**src/hdl/aos_pkg.sv**
```systemverilog
// Shared types and constants for the alternating order search core.
package aos_pkg;

    localparam int DEPTH_DEFAULT     = 64;
    localparam int WORD_BITS_DEFAULT = 32;

    localparam int INDEX_W = 6;   // load_index and match_index width
    localparam int FIELD_W = 32;  // write_value and search_key width
    localparam int CNT_W   = 7;   // entry_count width
    localparam int RANK_W  = 7;   // rank bounds, 0..64
    localparam int POS_W   = 7;   // array position, 0..127

    localparam int MAX_COUNT = 127;

    localparam logic [CNT_W-1:0] ENTRY_COUNT_RESET = 7'd64;

    localparam logic REQ_LOAD   = 1'b0;
    localparam logic REQ_SEARCH = 1'b1;

    typedef enum logic [1:0] {
        ST_IDLE,
        ST_PROBE,
        ST_CHECK,
        ST_DONE
    } state_t;

    typedef struct packed {
        logic load;
        logic start;
        logic probe;
        logic check;
        logic publish;
    } cmd_t;

    typedef struct packed {
        logic busy;
        logic out_free;
    } status_t;

endpackage

```
**src/hdl/aos_datapath.sv**
```systemverilog
// Datapath: entry memory, two rank-search lanes, config and output registers.
module aos_datapath
    import aos_pkg::*;
#(
    parameter int DEPTH     = DEPTH_DEFAULT,
    parameter int WORD_BITS = WORD_BITS_DEFAULT
) (
    input  logic                      aclk,
    input  logic                      aresetn,
    input  cmd_t                      cmd,
    output status_t                   status,
    input  logic                      cfg_wr_en,
    input  logic        [CNT_W-1:0]   cfg_wr_data,
    input  logic        [INDEX_W-1:0] s_load_index,
    input  logic signed [FIELD_W-1:0] s_write_value,
    input  logic signed [FIELD_W-1:0] s_search_key,
    input  logic                      m_ready,
    output logic                      m_valid,
    output logic                      m_found,
    output logic        [INDEX_W-1:0] m_match_index
);

    localparam int ADDR_W = $clog2(DEPTH);
    localparam int CLAMP  = (DEPTH < MAX_COUNT) ? DEPTH : MAX_COUNT;
    localparam logic [CNT_W-1:0] CLAMP_C = CNT_W'(CLAMP);

    logic [WORD_BITS-1:0] mem_reg [DEPTH];
    logic [WORD_BITS-1:0] rd_reg  [2];

    logic [CNT_W-1:0]     entry_count_reg, entry_count_next;
    logic [WORD_BITS-1:0] key_reg, key_next;
    logic [RANK_W-1:0]    low_reg  [2], low_next  [2];
    logic [RANK_W-1:0]    high_reg [2], high_next [2];
    logic [POS_W-1:0]     pos_reg  [2], pos_next  [2];
    logic [1:0]           act_reg, act_next;
    logic [1:0]           hit_reg, hit_next;

    logic                 m_valid_reg, m_valid_next;
    logic                 m_found_reg, m_found_next;
    logic [INDEX_W-1:0]   m_index_reg, m_index_next;

    logic [RANK_W-1:0]    mid      [2];
    logic [RANK_W-1:0]    mid_inc  [2];
    logic [POS_W-1:0]     probe_pos[2];
    logic [ADDR_W-1:0]    rd_addr  [2];
    logic [1:0]           eq, go_up;

    logic [CNT_W-1:0]     n_eff;
    logic [RANK_W-1:0]    even_cnt, odd_cnt;
    logic                 wr_ok;
    logic [ADDR_W-1:0]    wr_addr;
    logic                 odd_wins;

    assign wr_ok   = int'(s_load_index) < DEPTH;
    assign wr_addr = ADDR_W'(s_load_index);

    // Positions past the array are never searched
    assign n_eff    = (entry_count_reg > CLAMP_C) ? CLAMP_C : entry_count_reg;
    assign even_cnt = RANK_W'(({1'b0, n_eff} + (CNT_W+1)'(1)) >> 1);
    assign odd_cnt  = RANK_W'(n_eff >> 1);

    always_comb begin
        for (int l = 0; l < 2; l++) begin
            mid[l]       = low_reg[l] + ((high_reg[l] - low_reg[l]) >> 1);
            mid_inc[l]   = mid[l] + RANK_W'(1);
            probe_pos[l] = {mid[l][POS_W-2:0], 1'(l)};
            rd_addr[l]   = ADDR_W'(probe_pos[l]);
            eq[l]        = (rd_reg[l] == key_reg);
        end
        // even lane ascends, odd lane descends
        go_up[0] = $signed(rd_reg[0]) < $signed(key_reg);
        go_up[1] = $signed(rd_reg[1]) > $signed(key_reg);
    end

    always_ff @(posedge aclk) begin
        if (cmd.load && wr_ok) begin
            mem_reg[wr_addr] <= WORD_BITS'($unsigned(s_write_value));
        end
        if (cmd.probe) begin
            rd_reg[0] <= mem_reg[rd_addr[0]];
            rd_reg[1] <= mem_reg[rd_addr[1]];
        end
    end

    assign odd_wins = hit_reg[1] && (!hit_reg[0] || (pos_reg[1] > pos_reg[0]));

    always_comb begin
        entry_count_next = entry_count_reg;
        key_next         = key_reg;
        act_next         = act_reg;
        hit_next         = hit_reg;
        for (int l = 0; l < 2; l++) begin
            low_next[l]  = low_reg[l];
            high_next[l] = high_reg[l];
            pos_next[l]  = pos_reg[l];
        end
        m_valid_next = m_valid_reg;
        m_found_next = m_found_reg;
        m_index_next = m_index_reg;

        if (cfg_wr_en) begin
            entry_count_next = cfg_wr_data;
        end

        if (cmd.start) begin
            key_next     = WORD_BITS'($unsigned(s_search_key));
            low_next[0]  = '0;
            low_next[1]  = '0;
            high_next[0] = even_cnt;
            high_next[1] = odd_cnt;
            act_next[0]  = (even_cnt != '0);
            act_next[1]  = (odd_cnt != '0);
            hit_next     = '0;
        end else if (cmd.check) begin
            for (int l = 0; l < 2; l++) begin
                if (act_reg[l]) begin
                    if (eq[l]) begin
                        hit_next[l] = 1'b1;
                        pos_next[l] = probe_pos[l];
                        act_next[l] = 1'b0;
                    end else if (go_up[l]) begin
                        low_next[l] = mid_inc[l];
                        act_next[l] = (mid_inc[l] < high_reg[l]);
                    end else begin
                        high_next[l] = mid[l];
                        act_next[l]  = (low_reg[l] < mid[l]);
                    end
                end
            end
        end

        if (cmd.publish) begin
            m_valid_next = 1'b1;
            m_found_next = |hit_reg;
            if (odd_wins) begin
                m_index_next = pos_reg[1][INDEX_W-1:0];
            end else if (hit_reg[0]) begin
                m_index_next = pos_reg[0][INDEX_W-1:0];
            end else begin
                m_index_next = '0;
            end
        end else if (m_ready) begin
            m_valid_next = 1'b0;
        end
    end

    always_ff @(posedge aclk) begin
        if (!aresetn) begin
            entry_count_reg <= ENTRY_COUNT_RESET;
            act_reg         <= '0;
            hit_reg         <= '0;
            m_valid_reg     <= 1'b0;
        end else begin
            entry_count_reg <= entry_count_next;
            act_reg         <= act_next;
            hit_reg         <= hit_next;
            m_valid_reg     <= m_valid_next;
        end
    end

    always_ff @(posedge aclk) begin
        key_reg     <= key_next;
        low_reg     <= low_next;
        high_reg    <= high_next;
        pos_reg     <= pos_next;
        m_found_reg <= m_found_next;
        m_index_reg <= m_index_next;
    end

    assign status.busy     = |act_reg;
    assign status.out_free = !m_valid_reg || m_ready;

    assign m_valid       = m_valid_reg;
    assign m_found       = m_found_reg;
    assign m_match_index = m_index_reg;

endmodule

```
**src/hdl/aos_ctrl.sv**
```systemverilog
// Controller: sequences load, probe/check rounds and result hand-off.
module aos_ctrl
    import aos_pkg::*;
(
    input  logic    aclk,
    input  logic    aresetn,
    input  logic    s_valid,
    input  logic    s_req_type,
    output logic    s_ready,
    input  status_t status,
    output cmd_t    cmd
);

    state_t state_reg, state_next;

    always_comb begin
        state_next = state_reg;
        unique case (state_reg)
            ST_IDLE: begin
                if (s_valid && (s_req_type == REQ_SEARCH)) begin
                    state_next = ST_PROBE;
                end
            end
            ST_PROBE: begin
                state_next = status.busy ? ST_CHECK : ST_DONE;
            end
            ST_CHECK: begin
                state_next = ST_PROBE;
            end
            ST_DONE: begin
                if (status.out_free) begin
                    state_next = ST_IDLE;
                end
            end
            default: begin
                state_next = ST_IDLE;
            end
        endcase
    end

    always_comb begin
        s_ready = 1'b0;
        cmd     = '0;
        unique case (state_reg)
            ST_IDLE: begin
                s_ready   = 1'b1;
                cmd.load  = s_valid && (s_req_type == REQ_LOAD);
                cmd.start = s_valid && (s_req_type == REQ_SEARCH);
            end
            ST_PROBE: begin
                cmd.probe = status.busy;
            end
            ST_CHECK: begin
                cmd.check = 1'b1;
            end
            ST_DONE: begin
                cmd.publish = status.out_free;
            end
            default: begin
                s_ready = 1'b0;
            end
        endcase
    end

    always_ff @(posedge aclk) begin
        if (!aresetn) begin
            state_reg <= ST_IDLE;
        end else begin
            state_reg <= state_next;
        end
    end

endmodule

```
**src/hdl/alternating_order_search_core.sv**
```systemverilog
// A load transaction gives no result. A search runs probe/check rounds until both lanes are
// done (at most 6 probe rounds for 64 entries, 32 ranks per lane), then waits for a free result register;
// even and odd lanes probe the memory's two read ports at once.
// Throughput: one load per cycle while the controller is idle; a new search is taken only
// after the previous one has reached the result register and the controller is back in idle.
// Reset (aresetn, sync, active low): control cleared, entry_count = 64; memory undefined.
module alternating_order_search_core
    import aos_pkg::*;
#(
    parameter int DEPTH     = DEPTH_DEFAULT,
    parameter int WORD_BITS = WORD_BITS_DEFAULT
) (
    input  logic                      aclk,
    input  logic                      aresetn,
    // entry_count register write
    input  logic                      cfg_wr_en,
    input  logic        [CNT_W-1:0]   cfg_wr_data,
    // request transactions
    input  logic                      s_valid,
    output logic                      s_ready,
    input  logic                      s_req_type,
    input  logic        [INDEX_W-1:0] s_load_index,
    input  logic signed [FIELD_W-1:0] s_write_value,
    input  logic signed [FIELD_W-1:0] s_search_key,
    // result transactions
    output logic                      m_valid,
    input  logic                      m_ready,
    output logic                      m_found,
    output logic        [INDEX_W-1:0] m_match_index
);

    cmd_t    cmd;
    status_t status;

    // Controller: idle / probe / check / done; requests are taken only in idle,
    // while a finished result may still sit in the output register.
    aos_ctrl u_ctrl (
        .aclk       (aclk),
        .aresetn    (aresetn),
        .s_valid    (s_valid),
        .s_req_type (s_req_type),
        .s_ready    (s_ready),
        .status     (status),
        .cmd        (cmd)
    );

    // Datapath: entry memory (one write, two registered reads), one binary
    // search lane per parity, and the result register. The larger matching
    // position wins when both lanes hit.
    aos_datapath #(
        .DEPTH     (DEPTH),
        .WORD_BITS (WORD_BITS)
    ) u_datapath (
        .aclk          (aclk),
        .aresetn       (aresetn),
        .cmd           (cmd),
        .status        (status),
        .cfg_wr_en     (cfg_wr_en),
        .cfg_wr_data   (cfg_wr_data),
        .s_load_index  (s_load_index),
        .s_write_value (s_write_value),
        .s_search_key  (s_search_key),
        .m_ready       (m_ready),
        .m_valid       (m_valid),
        .m_found       (m_found),
        .m_match_index (m_match_index)
    );

endmodule

```
**config.mk**
```make
export PLATFORM = sky130hd
export DESIGN_NAME = alternating_order_search_core
export DESIGN_NICKNAME = d
export VERILOG_FILES = /design/src/hdl/aos_pkg.sv /design/src/hdl/aos_datapath.sv /design/src/hdl/aos_ctrl.sv /design/src/hdl/alternating_order_search_core.sv
export SDC_FILE = /design/constraint.sdc
export NUM_CORES = 2
export LEC_CHECK = 0
export BUFFER_PORTS_ARGS = -buffer_cell sky130_fd_sc_hd__buf_2
export CAP_MARGIN = 20
export CORE_UTILIZATION = 30
export CTS_BUF_LIST = sky130_fd_sc_hd__clkbuf_4 sky130_fd_sc_hd__clkbuf_8 sky130_fd_sc_hd__clkbuf_16
export DETAILED_ROUTE_END_ITERATION = 16
export SYNTH_ARGS = -nofsm -noshare
export SYNTH_HDL_FRONTEND = slang
export SYNTH_HIERARCHICAL = 1
export SYNTH_SLANG_ARGS = --single-unit
```
**constraint.sdc**
```tcl
create_clock -name aclk -period 7.53 [get_ports aclk]
set_clock_uncertainty 0.05 [all_clocks]
set_input_delay 0 -clock aclk [delete_from_list [all_inputs] [get_ports aclk]]
set_output_delay 0 -clock aclk [all_outputs]
set_load 0.02 [all_outputs]
```
# Word-level counts from Yosys, hierarchy flattened
# Memories as Yosys holds them, arrays and structs flattened.
# Cells that the tools add are included.
dict set report word_totals {
  register_bits 93
  ram_bits 2112
  input_bits 83
  out_inout_bits 9
  wordCells 112
  n_memories 2
}
# memory words width rd rd_ports_with_merged_regs write_ports line
set memory_table {}
lappend memory_table {u_datapath.mem_reg 64 32 2 0 1 aos_datapath.sv:27} ;# logic [WORD_BITS-1:0] mem_reg [DEPTH];
lappend memory_table {u_datapath.rd_reg 2 32 2 0 2 aos_datapath.sv:28} ;# logic [WORD_BITS-1:0] rd_reg [2];
dict set report classes {
  n_addsub 7
  magnitude_cmp 8
  eq_ne 11
  muxes 34
  n_bitwise 6
  reduce_logical 27
}
# operator n
set ops {}
lappend ops {{$eq 32x32->1} 2}
lappend ops {{$mux 7} 7}
lappend ops {{$gt 32x32->1} 1}
lappend ops {{$lt 32x32->1} 1}
lappend ops {{$lt 7x7->1} 4}
lappend ops {{$mux 14} 2}
lappend ops {{$reduce_and 4->1} 7}
lappend ops {{$mux 1} 17}
lappend ops {{$add 7x1->7 const B} 2}
lappend ops {{$add 7x6->7} 2}
lappend ops {{$reduce_bool 7->1} 2}
lappend ops {{$sub 7x7->7} 2}
lappend ops {{$mux 6} 2}
lappend ops {{$mux 2} 5}
lappend ops {{$add 7x1->8 const B} 1}
lappend ops {{$ne 2x2->1 const B} 4}
lappend ops {{$pmux 2 s4} 1}
lappend ops {{$reduce_bool 2->1} 4}
lappend ops {{$gt 7x7->1} 1}
lappend ops {{$gt 7x7->1 const B} 1}
lappend ops {{$not 1->1} 6}
lappend ops {{$reduce_and 3->1} 2}
lappend ops {{$reduce_or 2->1} 3}
lappend ops {{$eq 2x2->1 const B} 2}
lappend ops {{7 further kinds} 12}

# Logic depth before layout (Yosys ltp)
dict set report logic_depth {
  depth_word 9
  mapped_depth 21
  depth_no_buf 21
}

# Modules after synthesis
# The synthesis kept the hierarchy.
# module n_inst cells_each area_each_um2 seq_area_each_um2
set modules_own_cells {}
lappend modules_own_cells {aos_datapath 1 3898 86530.5 65883.2}
lappend modules_own_cells {aos_ctrl 1 13 132.6 40.0}

# Worst setup path before layout
# OpenSTA, ideal clock, no wires.
dict set report synth_timing {
  kind {flip-flop to flip-flop}
  from {register u_ctrl.state_reg[0]}
  to {memory u_datapath/mem_reg[16][0] (netlist name) (enable)}
  setup_time_ps 461
  t_arrival_ps 3758
  required_ps 7019
  setup_slack_ps 3261
  path_stages_with_launch 5
  n_path_buf 0
  period_less_slack_ps 4269
  path_cell_list {dfxtp_1 nor4b_1 nand2b_1 or3_1 nor3_1}
}
# item line
set synth_rtl {}
lappend synth_rtl {{start: declaration} aos_ctrl.sv:14} ;# state_t state_reg, state_next;
lappend synth_rtl {{start signal: assignment} aos_ctrl.sv:69} ;# state_reg <= state_next;
lappend synth_rtl {{end: declaration} aos_datapath.sv:27}

==> metrics.txt <==
post-route ant nets 0; area of the mapped netlist 86700 um^2; Hold Worst Slack 174 ps; status finished clean; number of cells on the critical path 15; CTS max path bufs 3; end of the critical path u_datapath/act_reg[0]$_SDFFE_PN0N_; I/O Buffers 91; Async S/R FF share, synth 0; Post-synth EDFFs 2176; warnings from Yosys 6; CP Cell Sequence nor2b_1 > fa_1 > inv_1 > ha_1 > fa_4 > ha_1 > and2_1 > nand2_1 > xnor2_1 > ha_1 > a21oi_1 > o21ai_0 > a21o_1 > a2111oi_1 > a211o_1; clk root buf clkbuf_16; final count of hold timing violations 0; Critical Path Source u_datapath/low_reg[7]$_SDFFE_PP0P_; final setup vio count 0; cell mode on critical path ha_1; I/O pin cnt 92; Final Max Tran Viols 0; Synth Net Count 4116; number of DRC markers in iteration 0 4642; chip height 539 um; Leak 32.0 nW; GR Util All Layers 0.151; Required @ worst endpoint 8290 ps; Synth Area in Compound Gates 0.0131; PwrDens 314 nW/um^2; Max VDD drop 0.000319 V; RSZ-0062 raised after global routing no; vias in the first global route 42489; total grt overflow 0; GP Congestion 0.796; Max-slew headroom 0.326; kind of critical path reg -> reg; r2r worst-path depth 15; Synth Area in XOR/XNOR 0.00322; Simple-Gate Fraction of Synth Area 0.0242; Max Cap Viol 0; Worst-Margin Slew 1000 ps; slowest stage delay, CP 1370 ps; total CTS buffers 208; synth unique cells 73; Clock Sinks 2205; Buffers & Inverters on Critical Path 1; Reg2Reg Setup Slack 2670 ps; setup TNS 0 ps; worst skew pair latency 860 ps; Mapped Cells 3911; crit-path max FO 42; Max stage delay cell, worst path fa_4; CP top delay family adder cells; CTS resizes 0; Fmax achieved 0.206 GHz; postcts setup bufs 0; Syn Area/Cell 22.2 um^2; largest net degree at the start of global routing 96; first-pass GRT wire length 315000 um; DRC Markers 0; drt wl/cell 27.0 um; CTS HTree Levels 4; share of cells above drive strength 1 0.288; post-DP HPWL 118000 um; die width 539 um; drt total wl 223000 um; vias per std cell 5.05; Vias 41684; Adder-Cell Fraction of Synth Area 0.0180; Final Critical Period 4860 ps; CTS tree built; main combinational cell family by area after synthesis multiplexers; drt pass-1 iters 5; top_reg_cell synth edfxtp_1; r2r endpoint u_datapath/act_reg[0]$_SDFFE_PN0N_; Initial Util 0.303; final period utilization 0.645; worst hold path class in -> reg; core area 286000 um^2; max reg flops 2048; Cell Rows 196; mux cell area share after synthesis 0.168; Die ar. 291000 um^2; Final #Nets 4512; hold buffers post-CTS 139; crit start category register; clk slew on worst S/H paths 60 ps; P&R area growth vs syn 16.6%; #FFs+latches synth 2205; initial antenna violation count 16; Seq/Total Area, Yosys 0.761; R2R Path Start u_datapath/low_reg[7]$_SDFFE_PP0P_; CP endpoint kind register; arrival time at the worst endpoint 5610 ps
[tightest hold or removal path, delay by kind of cell]
kind / cells / cell delay [ps]
AND/OR/NAND/NOR: 2 / 330
buffers and inverters: 2 / 490
[kinds of logic (layout without fill, tap and decap cells)]
group	count (synthesis)	count (layout)
flip-flops	2205	2205
multiplexers	657	657
AND/OR/NAND/NOR	468	468
buffers and inverters	266	839
AO/OA/AOI/OAI	162	162
adder cells (fa/ha/maj)	122	122
XOR/XNOR	31	31
other	0	4
[placed cells by master, fill, tap and decap left out, drive strengths merged, types with 4 or more instances in the layout]
cell type,n
a21oi,50
nand2b,13
nand3b,4
dfxtp,29
or3,4
or4,4
a21o,19
nor3,19
nand2,235
o21a,6
nand4,17
o21ai,19
and3,6
mux4,640
edfxtp,2176
nor2,94
fa,4
a22o,11
clkbuf,257
o211ai,8
clkinv,98
a211oi,11
nor4,7
clkinvlp,6
xnor2,25
xor2,6
dlygate4sd3,139
bufinv,19
a211o,4
mux2i,17
a31oi,7
inv,98
nand3,28
nor2b,21
ha,118
diode,4
o31ai,4
buf,222
[how the worst min path moves through the flow]
stage,cells after the start,from,endpoint
after floorplan,0,s_search_key[0],u_datapath/key_reg[0]$_DFFE_PP_
after global placement,1,s_search_key[27],u_datapath/key_reg[27]$_DFFE_PP_
after detailed placement,1,s_search_key[27],u_datapath/key_reg[27]$_DFFE_PP_
after CTS,4,s_load_index[2],u_datapath/mem_reg[23][15]$_DFFE_PP_
after global routing,4,s_load_index[2],u_datapath/mem_reg[23][15]$_DFFE_PP_
final,4,s_load_index[2],u_datapath/mem_reg[23][15]$_DFFE_PP_
[power by group]
| part | leakage [nW] | internal, W | switching [W] |
|---|---|---|---|
| combinational | 8.74 | 0.00328 | 0.00408 |
| clock | 3.41 | 0.00595 | 0.00455 |
| sequential | 19.8 | 0.0138 | 0.000123 |
[cell usage after synthesis, types with 10 or more instances]
master       n  area share
dfxtp_1     29      0.0067
nor2b_1     21      0.0015
nor3_1      19      0.0011
mux2i_1     17      0.0020
o21ai_0     18      0.0010
inv_1       90      0.0039
nand2_1    235       0.010
a22o_1      11      0.0011
buf_1       12     0.00052
a21oi_1     47      0.0027
clkbuf_1   105      0.0045
a211oi_1    10     0.00087
edfxtp_1  2176        0.75
nand2b_1    13     0.00094
buf_2       53      0.0031
xnor2_1     24      0.0024
nand3_1     28      0.0016
a21o_1      18      0.0016
nand4_1     17      0.0012
ha_1       118       0.017
nor2_1      93      0.0040
mux4_2     640        0.17
[routing by layer]
layer / track usage / part of all wire
met1: 0.205 / 0.41
met2: 0.252 / 0.49
met3: 0.0270 / 0.077
met4: 0.0359 / 0.020
met5: 0 / 0.00018
[area by class of cell]
cell class / count / area (um^2)
fillers: 25956 / 185000
flip-flops and latches: 2205 / 65900
multi-input cells: 1440 / 20200
clock buffers: 257 / 5590
well taps: 3762 / 4710
repair buffers: 361 / 3000
clock inverters: 130 / 1270
inverters: 91 / 352
diodes: 4 / 10.0
[metrics by stage]
step	instance area (um^2)	setup WS (ps)	total power [W]	utilization	cells
global route	101000	2460	0.0329	0.353	8247
finish	101000	2670	0.0318	0.353	8250
detailed placement	92700	2710	0.0215	0.324	7716
global placement	92700	2770	0.0215	0.324	7716
CTS	101000	2680	0.0320	0.353	8242
floorplan	86700	3260	0.0191	-	3911
No activity file was read; power rests on OpenSTA's default activity.
